[config.mk]
export PLATFORM = sky130hd
export DESIGN_NAME = humidity_temp_frame_decoder_flat
export DESIGN_NICKNAME = d
export VERILOG_FILES = /design/src/design/htfd_pkg.sv /design/src/design/htfd_if.sv /design/src/design/humidity_temp_frame_decoder.sv /design/src/design/htfd_assembler.sv /design/src/design/htfd_convert.sv /design/src/flat_wrapper.sv
export SDC_FILE = /design/constraint.sdc
export NUM_CORES = 1
export LEC_CHECK = 0
export ABC_AREA = 1
export BUFFER_PORTS_ARGS = -buffer_cell sky130_fd_sc_hd__clkbuf_2
export CAP_MARGIN = 10
export CORE_ASPECT_RATIO = 0.8
export CORE_UTILIZATION = 53
export CTS_CLUSTER_SIZE = 10
export DETAILED_ROUTE_END_ITERATION = 12
export PLACE_DENSITY = 0.75
export SLEW_MARGIN = 5
export SYNTH_ARGS = -nofsm -noshare
export SYNTH_HDL_FRONTEND = slang
export SYNTH_SLANG_ARGS = --single-unit
[constraint.sdc]
create_clock -name clk -period 6.8 [get_ports clk]
set_input_delay 1.36 -clock clk [delete_from_list [all_inputs] [get_ports clk]]
set_output_delay 1.36 -clock clk [all_outputs]
set_load 0.01 [all_outputs]
[src/design/htfd_pkg.sv]
package htfd_pkg;

	localparam int unsigned FRAME_BYTES = 6;

	localparam logic [7:0] CRC_POLY = 8'h31;
	localparam logic [7:0] CRC_INIT = 8'hFF;

	localparam logic [1:0] REG_HUM_OFFSET  = 2'd0;
	localparam logic [1:0] REG_TEMP_OFFSET = 2'd1;

	localparam int unsigned CFG_INDEX_W = 2;
	localparam int unsigned CFG_DATA_W  = 18;
	localparam int unsigned HUM_OFF_W   = 18;
	localparam int unsigned TEMP_OFF_W  = 17;
	localparam int unsigned RAW_W       = 20;
	localparam int unsigned VALUE_W     = 19;
	localparam int unsigned SUM_W       = 20;

	localparam logic [2:0] POS_CHECKSUM = 3'd6;

	localparam logic signed [SUM_W-1:0] VALUE_MIN = -20'sd102400;
	localparam logic signed [SUM_W-1:0] VALUE_MAX = 20'sd204799;
	localparam logic signed [SUM_W-1:0] TEMP_BIAS = 20'sd51200;

	typedef struct packed {
		logic [7:0]       status;
		logic [RAW_W-1:0] hum_raw;
		logic [RAW_W-1:0] temp_raw;
		logic             crc_ok;
	} frame_t;

	function automatic logic [7:0] crc8_feed(input logic [7:0] crc, input logic [7:0] b);
		logic [7:0] c;
		c = crc ^ b;
		for (int i = 0; i < 8; i++) begin
			if (c[7]) begin
				c = {c[6:0], 1'b0} ^ CRC_POLY;
			end else begin
				c = {c[6:0], 1'b0};
			end
		end
		return c;
	endfunction

endpackage

[src/design/htfd_if.sv]
interface htfd_in_if;
	logic       valid;
	logic       ready;
	logic [7:0] data_byte;
	logic       frame_start;

	modport source (output valid, output data_byte, output frame_start, input ready);
	modport sink (input valid, input data_byte, input frame_start, output ready);
endinterface

interface htfd_out_if;
	logic               valid;
	logic               ready;
	logic        [7:0]  status_byte;
	logic        [19:0] humidity_raw;
	logic        [19:0] temperature_raw;
	logic signed [18:0] humidity_value;
	logic signed [18:0] temperature_value;
	logic               checksum_ok;

	modport source (output valid, output status_byte, output humidity_raw,
		output temperature_raw, output humidity_value, output temperature_value,
		output checksum_ok, input ready);
	modport sink (input valid, input status_byte, input humidity_raw,
		input temperature_raw, input humidity_value, input temperature_value,
		input checksum_ok, output ready);
endinterface

[src/design/humidity_temp_frame_decoder.sv]
// Decodes the seven-byte measurement frame of a humidity and temperature sensor, taking one
// byte per transaction on in_ch and producing one result transaction on out_ch after the
// checksum byte, with the raw fields, the scaled values in 1/1024 units plus the configured
// offsets (saturated to their range), and the CRC-8 check result. A byte with frame_start
// high restarts the frame. The block accepts one byte every clock cycle unless the frame
// register holds an untaken result. A result passes through the frame register and then the
// output register after the conversion logic. The user must write offsets through cfg_we,
// cfg_index and cfg_data only while no frame is in flight; the block does not enforce it.
module humidity_temp_frame_decoder
	import htfd_pkg::*;
(
	input  logic                   clk,
	input  logic                   arst_n,
	htfd_in_if.sink                in_ch,
	htfd_out_if.source             out_ch,
	input  logic                   cfg_we,
	input  logic [CFG_INDEX_W-1:0] cfg_index,
	input  logic [CFG_DATA_W-1:0]  cfg_data
);

	logic   valid_s1;
	logic   take_s1;
	frame_t frame_s1;

	htfd_assembler u_assembler (
		.clk         (clk),
		.arst_n      (arst_n),
		.in_valid    (in_ch.valid),
		.in_ready    (in_ch.ready),
		.data_byte   (in_ch.data_byte),
		.frame_start (in_ch.frame_start),
		.take_s1     (take_s1),
		.valid_s1    (valid_s1),
		.frame_s1    (frame_s1)
	);

	htfd_convert u_convert (
		.clk       (clk),
		.arst_n    (arst_n),
		.cfg_we    (cfg_we),
		.cfg_index (cfg_index),
		.cfg_data  (cfg_data),
		.valid_s1  (valid_s1),
		.frame_s1  (frame_s1),
		.take_s1   (take_s1),
		.out_ch    (out_ch)
	);

endmodule

[src/design/htfd_assembler.sv]
module htfd_assembler
	import htfd_pkg::*;
(
	input  logic       clk,
	input  logic       arst_n,
	input  logic       in_valid,
	output logic       in_ready,
	input  logic [7:0] data_byte,
	input  logic       frame_start,
	input  logic       take_s1,
	output logic       valid_s1,
	output frame_t     frame_s1
);

	logic [2:0] pos_q;
	logic [7:0] crc_q;
	logic [7:0] store_q [FRAME_BYTES];

	logic       accept;
	logic [2:0] pos_eff;
	logic [7:0] crc_eff;
	logic       last_byte;

	assign in_ready  = !valid_s1 || take_s1;
	assign accept    = in_valid && in_ready;
	assign pos_eff   = frame_start ? 3'd0 : pos_q;
	assign crc_eff   = frame_start ? CRC_INIT : crc_q;
	assign last_byte = (pos_eff == POS_CHECKSUM);

	always_ff @(posedge clk or negedge arst_n) begin
		if (!arst_n) begin
			pos_q    <= '0;
			crc_q    <= CRC_INIT;
			valid_s1 <= 1'b0;
		end else begin
			if (take_s1) begin
				valid_s1 <= 1'b0;
			end
			if (accept) begin
				if (last_byte) begin
					pos_q    <= '0;
					crc_q    <= CRC_INIT;
					valid_s1 <= 1'b1;
				end else begin
					pos_q <= pos_eff + 3'd1;
					crc_q <= crc8_feed(crc_eff, data_byte);
				end
			end
		end
	end

	always_ff @(posedge clk) begin
		if (accept && !last_byte) begin
			store_q[pos_eff] <= data_byte;
		end
		if (accept && last_byte) begin
			frame_s1.status   <= store_q[0];
			frame_s1.hum_raw  <= {store_q[1], store_q[2], store_q[3][7:4]};
			frame_s1.temp_raw <= {store_q[3][3:0], store_q[4], store_q[5]};
			frame_s1.crc_ok   <= (crc_eff == data_byte);
		end
	end

	a_pos_range: assert property (@(posedge clk) disable iff (!arst_n)
		pos_q <= POS_CHECKSUM)
		else $error("byte position out of range");

	a_start_pos: assert property (@(posedge clk) disable iff (!arst_n)
		accept && frame_start |=> pos_q == 3'd1)
		else $error("frame start did not restart assembly");

	a_emit_reset: assert property (@(posedge clk) disable iff (!arst_n)
		accept && last_byte |=> valid_s1 && pos_q == 3'd0 && crc_q == CRC_INIT)
		else $error("checksum byte did not close the frame");

endmodule

[src/design/htfd_convert.sv]
module htfd_convert
	import htfd_pkg::*;
(
	input  logic                   clk,
	input  logic                   arst_n,
	input  logic                   cfg_we,
	input  logic [CFG_INDEX_W-1:0] cfg_index,
	input  logic [CFG_DATA_W-1:0]  cfg_data,
	input  logic                   valid_s1,
	input  frame_t                 frame_s1,
	output logic                   take_s1,
	htfd_out_if.source             out_ch
);

	logic signed [HUM_OFF_W-1:0]  hum_off_q;
	logic signed [TEMP_OFF_W-1:0] temp_off_q;

	logic [26:0]             hum_prod;
	logic [27:0]             temp_prod;
	logic signed [SUM_W-1:0] hum_sum;
	logic signed [SUM_W-1:0] temp_sum;
	logic signed [SUM_W-1:0] hum_sat;
	logic signed [SUM_W-1:0] temp_sat;

	assign take_s1 = valid_s1 && (!out_ch.valid || out_ch.ready);

	assign hum_prod  = {7'd0, frame_s1.hum_raw} * 27'd100;
	assign temp_prod = {8'd0, frame_s1.temp_raw} * 28'd200;

	assign hum_sum  = $signed({3'd0, hum_prod[26:10]})
		+ $signed({{(SUM_W-HUM_OFF_W){hum_off_q[HUM_OFF_W-1]}}, hum_off_q});
	assign temp_sum = $signed({2'd0, temp_prod[27:10]}) - TEMP_BIAS
		+ $signed({{(SUM_W-TEMP_OFF_W){temp_off_q[TEMP_OFF_W-1]}}, temp_off_q});

	always_comb begin
		if (hum_sum < VALUE_MIN) begin
			hum_sat = VALUE_MIN;
		end else if (hum_sum > VALUE_MAX) begin
			hum_sat = VALUE_MAX;
		end else begin
			hum_sat = hum_sum;
		end
		if (temp_sum < VALUE_MIN) begin
			temp_sat = VALUE_MIN;
		end else if (temp_sum > VALUE_MAX) begin
			temp_sat = VALUE_MAX;
		end else begin
			temp_sat = temp_sum;
		end
	end

	always_ff @(posedge clk or negedge arst_n) begin
		if (!arst_n) begin
			hum_off_q  <= '0;
			temp_off_q <= '0;
		end else if (cfg_we) begin
			case (cfg_index)
				REG_HUM_OFFSET:  hum_off_q  <= cfg_data[HUM_OFF_W-1:0];
				REG_TEMP_OFFSET: temp_off_q <= cfg_data[TEMP_OFF_W-1:0];
				default: ;
			endcase
		end
	end

	always_ff @(posedge clk or negedge arst_n) begin
		if (!arst_n) begin
			out_ch.valid <= 1'b0;
		end else if (take_s1) begin
			out_ch.valid <= 1'b1;
		end else if (out_ch.ready) begin
			out_ch.valid <= 1'b0;
		end
	end

	always_ff @(posedge clk) begin
		if (take_s1) begin
			out_ch.status_byte       <= frame_s1.status;
			out_ch.humidity_raw      <= frame_s1.hum_raw;
			out_ch.temperature_raw   <= frame_s1.temp_raw;
			out_ch.humidity_value    <= hum_sat[VALUE_W-1:0];
			out_ch.temperature_value <= temp_sat[VALUE_W-1:0];
			out_ch.checksum_ok       <= frame_s1.crc_ok;
		end
	end

	a_take_needs_room: assert property (@(posedge clk) disable iff (!arst_n)
		out_ch.valid && !out_ch.ready |-> !take_s1)
		else $error("result overwritten before it was taken");

	a_take_shows: assert property (@(posedge clk) disable iff (!arst_n)
		take_s1 |=> out_ch.valid)
		else $error("decoded frame lost on the way to the output");

	a_value_range: assert property (@(posedge clk) disable iff (!arst_n)
		take_s1 |-> hum_sat >= VALUE_MIN && hum_sat <= VALUE_MAX
			&& temp_sat >= VALUE_MIN && temp_sat <= VALUE_MAX)
		else $error("converted value outside its range");

endmodule

[src/flat_wrapper.sv]
// flat-port wrapper written by rule: the top's interface ports become plain ports
module humidity_temp_frame_decoder_flat import htfd_pkg::*;
  (clk, arst_n, cfg_we, cfg_index, cfg_data, in_ch_valid, in_ch_data_byte, in_ch_frame_start, in_ch_ready, out_ch_valid, out_ch_status_byte, out_ch_humidity_raw, out_ch_temperature_raw, out_ch_humidity_value, out_ch_temperature_value, out_ch_checksum_ok, out_ch_ready);
  htfd_in_if in_ch_i ();
  htfd_out_if out_ch_i ();
  input  logic clk;
  input  logic arst_n;
  input  logic cfg_we;
  input  logic [CFG_INDEX_W-1:0] cfg_index;
  input  logic [CFG_DATA_W-1:0] cfg_data;
  input wire logic [$bits(in_ch_i.valid)-1:0] in_ch_valid;
  input wire logic [$bits(in_ch_i.data_byte)-1:0] in_ch_data_byte;
  input wire logic [$bits(in_ch_i.frame_start)-1:0] in_ch_frame_start;
  output wire logic [$bits(in_ch_i.ready)-1:0] in_ch_ready;
  output wire logic [$bits(out_ch_i.valid)-1:0] out_ch_valid;
  output wire logic [$bits(out_ch_i.status_byte)-1:0] out_ch_status_byte;
  output wire logic [$bits(out_ch_i.humidity_raw)-1:0] out_ch_humidity_raw;
  output wire logic [$bits(out_ch_i.temperature_raw)-1:0] out_ch_temperature_raw;
  output wire logic [$bits(out_ch_i.humidity_value)-1:0] out_ch_humidity_value;
  output wire logic [$bits(out_ch_i.temperature_value)-1:0] out_ch_temperature_value;
  output wire logic [$bits(out_ch_i.checksum_ok)-1:0] out_ch_checksum_ok;
  input wire logic [$bits(out_ch_i.ready)-1:0] out_ch_ready;
  assign in_ch_i.valid = in_ch_valid;
  assign in_ch_i.data_byte = in_ch_data_byte;
  assign in_ch_i.frame_start = in_ch_frame_start;
  assign in_ch_ready = in_ch_i.ready;
  assign out_ch_valid = out_ch_i.valid;
  assign out_ch_status_byte = out_ch_i.status_byte;
  assign out_ch_humidity_raw = out_ch_i.humidity_raw;
  assign out_ch_temperature_raw = out_ch_i.temperature_raw;
  assign out_ch_humidity_value = out_ch_i.humidity_value;
  assign out_ch_temperature_value = out_ch_i.temperature_value;
  assign out_ch_checksum_ok = out_ch_i.checksum_ok;
  assign out_ch_i.ready = out_ch_ready;
  humidity_temp_frame_decoder u_core (.clk(clk), .arst_n(arst_n), .in_ch(in_ch_i), .out_ch(out_ch_i), .cfg_we(cfg_we), .cfg_index(cfg_index), .cfg_data(cfg_data));
endmodule
; After elaboration in Yosys (flattened, before gate mapping)
; Memory sizes are Yosys's and may differ from the RTL's. A register that Yosys moved wholly into a read port is not among the register bits.
; Cells that the tools add are included.
; Widths: inputs -> output; s select.
[classes]
mux = 35
eq_ne = 3
multipliers = 2
n_reduce_logical = 15
n_lt_le_gt_ge = 4
n_addsub = 4
bitwise = 9
[op_table]
columns = op, n
row1 = $mux 8, 16
row2 = $mul 20x5->25 const B, 2
row3 = $mux 6, 8
row4 = $mux 19, 2
row5 = $not 3->3, 8
row6 = $add 19x17->20, 1
row7 = $gt 20x19->1 const B, 1
row8 = $lt 20x18->1 const B, 1
row9 = $add 18x18->19, 1
row10 = $gt 19x19->1 const B, 1
row11 = $lt 19x18->1 const B, 1
row12 = $sub 18x16->19 const B, 1
row13 = $eq 8x8->1, 1
row14 = $xor 8x8->8, 1
row15 = $mux 1, 7
row16 = $mux 3, 2
row17 = $logic_and 1x1->1, 4
row18 = $reduce_and 2->1, 2
row19 = $reduce_or 2->1, 2
row20 = $add 3x1->3 const B, 1
row21 = $eq 3x3->1 const B, 1
row22 = $logic_not 1->1, 3
row23 = $eq 2x1->1 const B, 1
row24 = $logic_not 2->1, 1
row25 = other kinds (2), 3
[word_totals]
n_memories = 1
mem_bits_rw = 48
ff_bits = 136
in_bits = 34
word_cells = 88
out_inout_bits = 89
[mem_list]
columns = name, depth, word_bits, rd, rd_ports_with_merged_regs, wr, line
row1 = u_core.u_assembler.store_q, 6, 8, 6, 6, 1, htfd_assembler.sv:17  ; logic [7:0] store_q [FRAME_BYTES];

; Longest topological paths before layout
; Gate-level depths: netlist of run 1.
[logic_depth]
depth_word = 33
mapped_depth = 37
depth_no_buf = 37

; By module
; Synthesis of run 1 repeated with hierarchy kept, for this count alone.
[hier_totals]
cells_unflattened = 1605
hier_area_um2 = 14873.0
[by_module_without_submodules]
columns = module, area_per_inst_um2, cells_each, seq_area_each_um2, instances
row1 = htfd_convert, 10931.7, 1360, 3513.4, 1
row2 = htfd_assembler, 3941.3, 245, 3223.1, 1

; Worst setup path after synthesis of run 1
; Ideal clock, no wire load.
[synth_timing]
kind = input to register
from = input out_ch_ready
to = register u_core.u_convert.out_ch.checksum_ok, enable pin
t_arrival_ns = 5.607
cell_stages = 2
setup_time_ns = 0.561
path_slack_ns = 0.632
path_cell_list = inv_1 > a21oi_1
[synth_via]
elab_chain_cells = 2
[synth_lines]
columns = element, line
row1 = "start, declared", flat_wrapper.sv:22  ; input wire logic [$bits(out_ch_i.ready)-1:0] out_ch_ready;
row2 = $logic_or 1x1->1, htfd_convert.sv:25  ; assign take_s1 = valid_s1 && (!out_ch.valid || out_ch.ready);
row3 = $logic_and 1x1->1, htfd_convert.sv:25
row4 = via u_core.take_s1, humidity_temp_frame_decoder.sv:22  ; logic take_s1;
row5 = "end signal, assigned", htfd_convert.sv:82  ; out_ch.checksum_ok <= frame_s1.crc_ok;
row6 = "end, declared", htfd_if.sv:23  ; output checksum_ok, input ready);
; The timed path passes the listed nets, and every way through them passes these cells.
; A chain may end at the register's enable or synchronous reset.

; Worst setup path after layout of run 1
[layout_timing]
from = register, netlist name u_core.u_assembler.frame_s1[7]
to = register u_core.u_convert.out_ch.temperature_value[10], data pin
[layout_via]
elab_chain_cells = 5
word_cells_on_any_way = 6
classes_between = add/sub: 2 / mul: 1 / order compare: 2 / mux: 1
[layout_lines]
columns = element, line
row1 = $mul 20x5->25 (*), htfd_convert.sv:28  ; assign temp_prod = {8'd0, frame_s1.temp_raw} * 28'd200;
row2 = $sub 18x16->19 (*), htfd_convert.sv:32  ; assign temp_sum = $signed({2'd0, temp_prod[27:10]}) - TEMP_BIAS
row3 = $add 19x17->20 (*), htfd_convert.sv:33  ; + $signed({{(SUM_W-TEMP_OFF_W){temp_off_q[TEMP_OFF_W-1]}}, temp_off_q});
row4 = $gt 20x19->1, htfd_convert.sv:45  ; end else if (temp_sum > VALUE_MAX) begin
row5 = $mux 19, htfd_convert.sv:45
row6 = "end signal, assigned", htfd_convert.sv:81  ; out_ch.temperature_value <= temp_sat[VALUE_W-1:0];
row7 = "end, declared", htfd_if.sv:22  ; output temperature_raw, output humidity_value, output temperature_value,
; Mark *: on every way between the ends. The rest lies on a longest branch, timed or not.

==> results of run 1 <==
## how the worst min path moves through the flow
| stage | slack (ns) | to | startpoint |
|---|---|---|---|
| 2_1_floorplan | 0.40 | u_core.u_assembler.frame_s1[10]$_DFFE_PP_ | u_core.u_assembler.store_q[4][1]$_DFFE_PP_ |
| 3_3_place_gp | 0.40 | u_core.u_assembler.frame_s1[16]$_DFFE_PP_ | u_core.u_assembler.store_q[4][7]$_DFFE_PP_ |
| 3_5_place_dp | 0.40 | u_core.u_assembler.frame_s1[21]$_DFFE_PP_ | u_core.u_assembler.store_q[3][4]$_DFFE_PP_ |
| 4_1_cts | 0.38 | u_core.u_assembler.frame_s1[31]$_DFFE_PP_ | u_core.u_assembler.store_q[2][6]$_DFFE_PP_ |
| 5_1_grt | 0.40 | u_core.u_assembler.frame_s1[31]$_DFFE_PP_ | u_core.u_assembler.store_q[2][6]$_DFFE_PP_ |
| 6_report | 0.39 | u_core.u_assembler.frame_s1[31]$_DFFE_PP_ | u_core.u_assembler.store_q[2][6]$_DFFE_PP_ |
## sequential cells by signal, summed over array words and instances, names as in the netlist
signal / flops
u_core.u_convert.out_ch.checksum_ok: 1
u_core.u_assembler.frame_s1: 49
u_core.u_convert.out_ch.humidity_value: 19
u_core.u_convert.temp_off_q: 17
u_core.u_assembler.valid_s1: 1
u_core.u_convert.out_ch.temperature_raw: 20
u_core.u_assembler.pos_q: 3
u_core.u_convert.out_ch.status_byte: 8
u_core.u_assembler.crc_q: 8
u_core.u_convert.out_ch.humidity_raw: 20
u_core.u_convert.hum_off_q: 18
u_core.u_convert.out_ch.temperature_value: 19
u_core.u_assembler.store_q: 48
u_core.u_convert.out_ch.valid: 1
## kinds of logic after synthesis
group                      count (synthesis)  synth area share
AOI/OAI and AO/OA                        185            0.0686
xor gates and xnor gates                  73            0.0444
adders and majority gates                192             0.178
buffers and inverters                    313            0.0816
DFF                                      232             0.457
and+or+nand+nor                          588             0.170
## per-stage QoR
step	power [uW]	instances	setup slack [ns]	util
after floorplan	2800	1583	0.632	-
after global placement	3080	2062	1.36	0.578
after detailed placement	3110	2062	1.30	0.578
after CTS	4450	2112	1.31	0.607
after global routing	4680	2112	0.790	0.608
final	4420	2112	1.27	0.608
## per-layer routing
metal / vias to the layer above / wire length (um) / share of wire / track usage
li1: 5468 / - / - / -
met1: 4947 / 15900 / 0.49 / 0.339
met2: 292 / 14200 / 0.44 / 0.361
met3: 44 / 1590 / 0.049 / 0.0304
met4: 0 / 592 / 0.018 / 0.0540
met5: - / 0 / 0 / 0
## cells in the final DEF (no fill, tap or decap), drive strengths merged
master	synthesis	layout
nand2	375	375
inv	302	303
edfxtp	184	184
clkbuf	7	171
ha	162	162
nor2	100	100
a21oi	94	94
nand3	66	66
o21ai	66	66
xor2	42	42
dfrtp	40	40
xnor2	31	31
fa	30	30
nor3	18	18
nand4	14	14
dfstp	8	8
o21bai	6	6
nand3b	6	6
a31oi	5	5
a21o	4	4
and2	4	4
buf	4	4
o211ai	3	3
or2	3	3
o22ai	2	2
and3	1	1
a211oi	1	1
o31ai	1	1
o2111ai	1	1
nand2b	1	1
o211a	1	1
a21boi	1	1
## worst register-to-register path: stages (launching register included)
cell	delay (ns)
edfxtp_1	0.49
ha_1	0.32
ha_1	0.28
inv_1	0.05
fa_1	0.49
inv_1	0.04
ha_1	0.36
nand2_1	0.16
inv_1	0.05
a21oi_1	0.18
nand2_1	0.12
nand2_1	0.07
nand2_1	0.08
xor2_1	0.20
inv_1	0.11
ha_1	0.22
xnor2_1	0.22
ha_1	0.36
a21oi_1	0.31
nand2_1	0.09
a21oi_1	0.22
nand2_1	0.11
nand2_1	0.07
nand2_1	0.09
nand3_1	0.12
nand2_2	0.08
a21oi_4	0.28
a21oi_1	0.09
## where the power goes
| group | internal [uW] | switching, uW | leakage (uW) | total [uW] |
|---|---|---|---|---|
| sequential | 1680 | 54.7 | 0.00224 | 1740 |
| combinational | 479 | 876 | 0.00552 | 1360 |
| clock | 778 | 552 | 0.000387 | 1330 |
| total | 2940 | 1480 | 0.00815 | 4420 |
## layout make-up
type                    count  area share
clock inverters             1     0.00121
inverters                 302      0.0683
repair buffers            126      0.0386
flip-flops and latches    232       0.406
multi-input cells        1038       0.411
well taps                 364      0.0275
clock buffers              49      0.0475
==> metrics.csv, run 1 <==
stage,metric,value,unit
power_and_ir_drop,Peak VDD IR,231,uV
setup_path,worst r2r path cells,27,
floorplan,Initial Utilization,0.539,
floorplan,Core ar.,27300,um2
detailed_routing,WL final,32300,um
synthesis,"flops & latches, synth",232,
setup_path,reg-to-reg endpoint,u_core.u_convert.out_ch.temperature_value[10]$_SDFFCE_PP0P_,
sta,Fin Hold WS,0.388,ns
cts,clk_lat worst skew,0.56,ns
cts,clock transition at the registers of the reported paths,0.07,ns
synthesis,commonest cells in the netlist,"nand2_1, inv_1, edfxtp_1",
synthesis,Main synth FF type,edfxtp_1,
synthesis,"Seq/Total Area, Yosys",0.457,
setup_path,CP Capture Type,flip-flop,
floorplan,cell row count,54,
grt,vias in the first global route,9954,
sta,final hold vios,0,
setup_path,CP max stage delay,0.49,ns
place,Placed Area,15800,um2
layout,Fill cells,2370,
setup_path,critical path startpoint,u_core.u_assembler.frame_s1[7]$_DFFE_PP_,
cts,Num CTS Buffers,27,
setup_path,Buf/Inv on CP,4,
cts,CTS Sinks,232,
setup_path,maximum fanout along the worst path,10,
detailed_routing,Vias/cell,5.09,
synthesis,Synth Cell Area,14700,um2
cts,cts hold-fix bufs,0,
layout,Final #Nets,1953,
run_status,status,"finished, final reports clean",
synthesis,number of synthesized flops with an enable pin,184,
layout,register area,6740,um2
sta,Slew Limit Fails,0,
power_and_ir_drop,Lkg Pwr,0.00815,uW
cts,maximum clock path buffer count,3,
floorplan,Die X,188,um
synthesis,syn_nets,1809,
synthesis,Synth top area share,0.375,
setup_path,worst r2r src,u_core.u_assembler.frame_s1[7]$_DFFE_PP_,
min_path,worst hold stages,0,
grt,largest net degree at the start of global routing,49,
detailed_routing,Initial DRT Pass Iterations,5,
setup_path,Critical Path AT,5.82,ns
power_and_ir_drop,PwrDens,267,nW/um2
layout,ANT cells,0,
sta,final setup fails,0,
setup_path,total stage count of the critical path,27,
layout,fin area,16600,um2
synthesis,Cell variety after synth,45,
layout,share of layout cells above drive strength 1,0.122,
detailed_routing,routed len/inst,15.3,um
flow_run,max-cap violation count,0,
layout,area delta synth->final,12.6,%
layout,Multi-input gate area,6810,um2
synthesis,leading area contributor after synthesis,edfxtp_1,
setup_path,critical path class,flip-flop to flip-flop,
place,post-DP HPWL,25100,um
sta,Slew headroom,0.234,
sta,Fmax,181,MHz
cts,Root Buffer,clkbuf_16,
sta,Setup Skew,0.0317,ns
sta,worst slew pin tran,1.14,ns
floorplan,Ports,123,
sta,final worst path period need,5.53,ns
detailed_routing,iteration-0 DRC count of the detailed router,669,
cts,H-tree lvl count,1,
cts,CTS tree,built,
setup_path,slowest cell on the critical path,edfxtp_1,
cts,# resized after CTS,0,
grt,GRT Util Overall,0.230,
grt,first-pass GRT wire length,51300,um
cts,setup bufs post-CTS,0,
synthesis,ranking of synthesized cells by area,"edfxtp_1, ha_1, nand2_1",
grt,total grt overflow,0,
detailed_routing,Residual DRC,0,
setup_path,most frequent CP cell,nand2_1,
min_path,Hold Path Class,flip-flop to flip-flop,
sta,RSZ-0062 raised after global routing,false,
synthesis,"count leader, synth",nand2_1,
place,GPL Wtd Cong,0.930,
grt,initial antenna violation count,0,
setup_path,worst reg2reg setup slack,1.27,ns
setup_path,Critical Path RT,7.09,ns
sta,setup TNS,0,ns
floorplan,die area,28500,um2
sta,period utilisation layout,0.813,
setup_path,Critical path destination,u_core.u_convert.out_ch.temperature_value[10]$_SDFFCE_PP0P_,
setup_path,CP top delay family,adder cells,
detailed_routing,routed vias,10800,
synthesis,Syn Area/Cell,9.30,um2
floorplan,die height,151,um
synthesis,Async SR Flop Fraction,0.207,
synthesis,cells after synthesis,1583,
detailed_routing,ANT nets after route,0,
setup_path,crit path launch type,flip-flop,
synthesis,yosys warns,0,
place,Port Buffers,122,
Power figures use the tool's default switching activity.
==> run 2: changes to the inputs <==
clock period = 5.25 ns   (was 6.8 ns; I/O delays follow)
==> run 2 against run 1 <==
Compared with the run above:
- cell area up 7.9%
- routed wire length up 6.9%
- critical path depth up 5
- combinational power up 56%
- flip-flop and latch count unchanged
- clock skew down 0.014 ns
- sequential share of layout area down 3.0 points
- non-clock buffer count up 66
- first-iteration DRC count up 1.5%
- critical path type unchanged
==> metrics.csv, run 2 (synthesized netlist as in run 1, its figures left out) <==
stage,metric,value,unit,change
detailed_routing,iteration-0 DRC count of the detailed router,679,,+1.5%
detailed_routing,routed len/inst,15.8,um,+3.5%
sta,final hold vios,0,,unchanged
grt,initial antenna violation count,0,,unchanged
floorplan,cell row count,54,,unchanged
setup_path,worst r2r src,u_core.u_assembler.frame_s1[8]$_DFFE_PP_,,
sta,Setup Skew,0.0179,ns,-0.0138 ns
power_and_ir_drop,Internal Power,4020,uW,+37%
setup_path,maximum fanout along the worst path,5,,-5
power_and_ir_drop,Comb pwr share,0.347,,+0.041
run_status,status,"finished, final reports clean",,
cts,maximum clock path buffer count,3,,unchanged
setup_path,most frequent CP cell,nand2_2,,
flow_run,max-cap violation count,0,,unchanged
cts,cts hold-fix bufs,0,,unchanged
cts,Num CTS Buffers,27,,unchanged
cts,clk_lat worst skew,0.54,ns,-0.02 ns
detailed_routing,Residual DRC,0,,unchanged
sta,setup TNS,0,ns,unchanged
sta,period utilisation layout,0.970,,+0.157
cts,Root Buffer,clkbuf_16,,
power_and_ir_drop,Reg power frac,0.370,,-0.023
layout,area delta synth->final,21.6,%,
grt,total grt overflow,0,,unchanged
cts,CTS Sinks,232,,unchanged
place,Port Buffers,122,,unchanged
power_and_ir_drop,Peak VDD IR,283,uV,+23%
sta,Slew headroom,0.307,,+0.0728
sta,final worst path period need,5.09,ns,-0.434 ns
layout,"most common cell after layout, fill and taps aside",nand2_1,,
cts,clock transition at the registers of the reported paths,0.06,ns,about the same
layout,ANT cells,0,,unchanged
layout,fin util,0.656,,+0.0483
setup_path,Critical Path AT,5.37,ns,-0.45 ns
detailed_routing,WL final,34500,um,+6.9%
setup_path,crit path launch type,flip-flop,,
setup_path,CP Capture Type,flip-flop,,
floorplan,die height,151,um,unchanged
floorplan,Core ar.,27300,um2,unchanged
grt,largest net degree at the start of global routing,49,,unchanged
sta,final setup fails,0,,unchanged
detailed_routing,ANT nets after route,0,,unchanged
detailed_routing,routed vias,11200,,+4.4%
sta,Fmax,196,MHz,+8.5%
setup_path,CP max stage delay,0.50,ns,about the same
power_and_ir_drop,Tot Pwr,6100,uW,+38%
power_and_ir_drop,Lkg Pwr,0.00854,uW,+4.8%
setup_path,slowest cell on the critical path,fa_1,,
detailed_routing,Vias/cell,5.15,,+1.1%
grt,first-pass GRT wire length,52000,um,+1.4%
power_and_ir_drop,PwrDens,340,nW/um2,+28%
cts,CTS tree,built,,
setup_path,critical path class,flip-flop to flip-flop,,
detailed_routing,Initial DRT Pass Iterations,7,,+2
cts,H-tree lvl count,1,,unchanged
setup_path,Critical Path RT,5.53,ns,-1.56 ns
grt,vias in the first global route,10400,,+4.1%
floorplan,Die X,188,um,unchanged
sta,Slew Limit Fails,0,,unchanged
layout,top flop regs,"u_core.u_assembler.frame_s1 (49), u_core.u_assembler.store_q (48)",,
grt,GRT Util Overall,0.232,,+0.00226
layout,share of layout cells above drive strength 1,0.230,,+0.108
place,post-DP HPWL,25300,um,+0.94%
sta,worst slew pin tran,1.04,ns,-0.103 ns
layout,Final #Nets,2023,,+3.6%
power_and_ir_drop,switch share,0.341,,+0.00587
floorplan,Initial Utilization,0.539,,unchanged
floorplan,Ports,123,,unchanged
layout,"commonest non-fill, non-tap cells in the layout","nand2_1, inv_1, edfxtp_1",,
layout,Top reg by flops,u_core.u_assembler.frame_s1,,
power_and_ir_drop,clock share of power,0.283,,-0.018
min_path,HP Start,u_core.u_assembler.store_q[3][3]$_DFFE_PP_,,
place,GPL Wtd Cong,0.912,,-2.0%
setup_path,critical path startpoint,u_core.u_assembler.frame_s1[8]$_DFFE_PP_,,
min_path,Hold Path Class,flip-flop to flip-flop,,
floorplan,die area,28500,um2,unchanged
layout,max FFs per register,49,,unchanged
power_and_ir_drop,NetSw,2080,uW,+40%
run 2: cell types whose count changed in the layout (fill, tap and decap cells not counted), sizes merged:
cell    before  now
buf          4   70
nand2      375  378
a21oi       94   95
bufinv       0    1
clkbuf     171  170
run 2: path summary, 6_finish.rpt:
| check | to | slack [ns] | depth (start not counted) |
|---|---|---|---|
| worst max register to register | u_core.u_convert.out_ch.temperature_value[3]$_SDFFCE_PP0P_ | 0.16 | 32 |
| worst min-delay path | u_core.u_assembler.frame_s1[20]$_DFFE_PP_ | 0.41 | 0 |
| worst max-delay path | u_core.u_convert.out_ch.temperature_value[3]$_SDFFCE_PP0P_ | 0.16 | 32 |
| min in group asynchronous | u_core.u_assembler.pos_q[2]$_DFFE_PN0P_ | 0.62 | 2 |
| max in group asynchronous | u_core.u_convert.hum_off_q[17]$_DFFE_PN0P_ | 4.19 | 2 |
| worst min register to register | u_core.u_assembler.frame_s1[20]$_DFFE_PP_ | 0.41 | 0 |
run 2: area by class of cell:
class / instances / area, um2
fill: 2198 / 9390
timing repair buffer: 192 / 1140
sequential: 232 / 6740
inverter: 302 / 1140
clock inverter: 2 / 50.0
clock buffer: 48 / 764
multi-input combinational: 1042 / 7610
tap: 364 / 455
run 2: per-layer routing:
| layer | track usage | vias to the layer above | part of all wire |
|---|---|---|---|
| met4 | 0.0484 | 0 | 0.019 |
| met3 | 0.0350 | 51 | 0.060 |
| met2 | 0.365 | 319 | 0.45 |
| met1 | 0.341 | 5257 | 0.47 |
| li1 | - | 5601 | - |
| met5 | 0 | - | 0 |
run 2: power by group through the flow:
stage / registers [uW] / logic (uW) / clock network, uW
finish: 2260 / 2120 / 1720
global route: 2260 / 2360 / 1840
CTS: 2250 / 1840 / 1760
detailed placement: 2290 / 1760 / 0
global placement: 2280 / 1730 / 0
floorplan: 2270 / 1370 / 0
run 2: per-stage QoR:
stage | cell area, um2 | hold slack, ns | worst slack, ns | cells
floorplan | 14700 | 0.400 | 0.479 | 1583
global placement | 16000 | 0.400 | -0.108 | 2087
detailed placement | 16000 | 0.405 | -0.157 | 2087
CTS | 17000 | 0.410 | 0.000627 | 2144
global route | 17900 | 0.416 | -0.115 | 2182
finish | 17900 | 0.409 | 0.158 | 2182
run 2: timing repair:
item / in CTS / in global routing
resized for setup: 22 / 155
cloned: 1 / 3
buffers inserted: 6 / 33
setup endpoints to repair: 18 / 35
pin swaps: 3 / 65
run 2: worst max-delay path, delay by kind of cell (launching register included):
| family | cells | cell delay [ns] |
|---|---|---|
| compound gates | 3 | 0.47 |
| flops | 1 | 0.48 |
| simple gates | 16 | 1.38 |
| buf+inv | 6 | 0.46 |
| xor+xnor | 1 | 0.19 |
| fa+ha+maj | 6 | 1.85 |
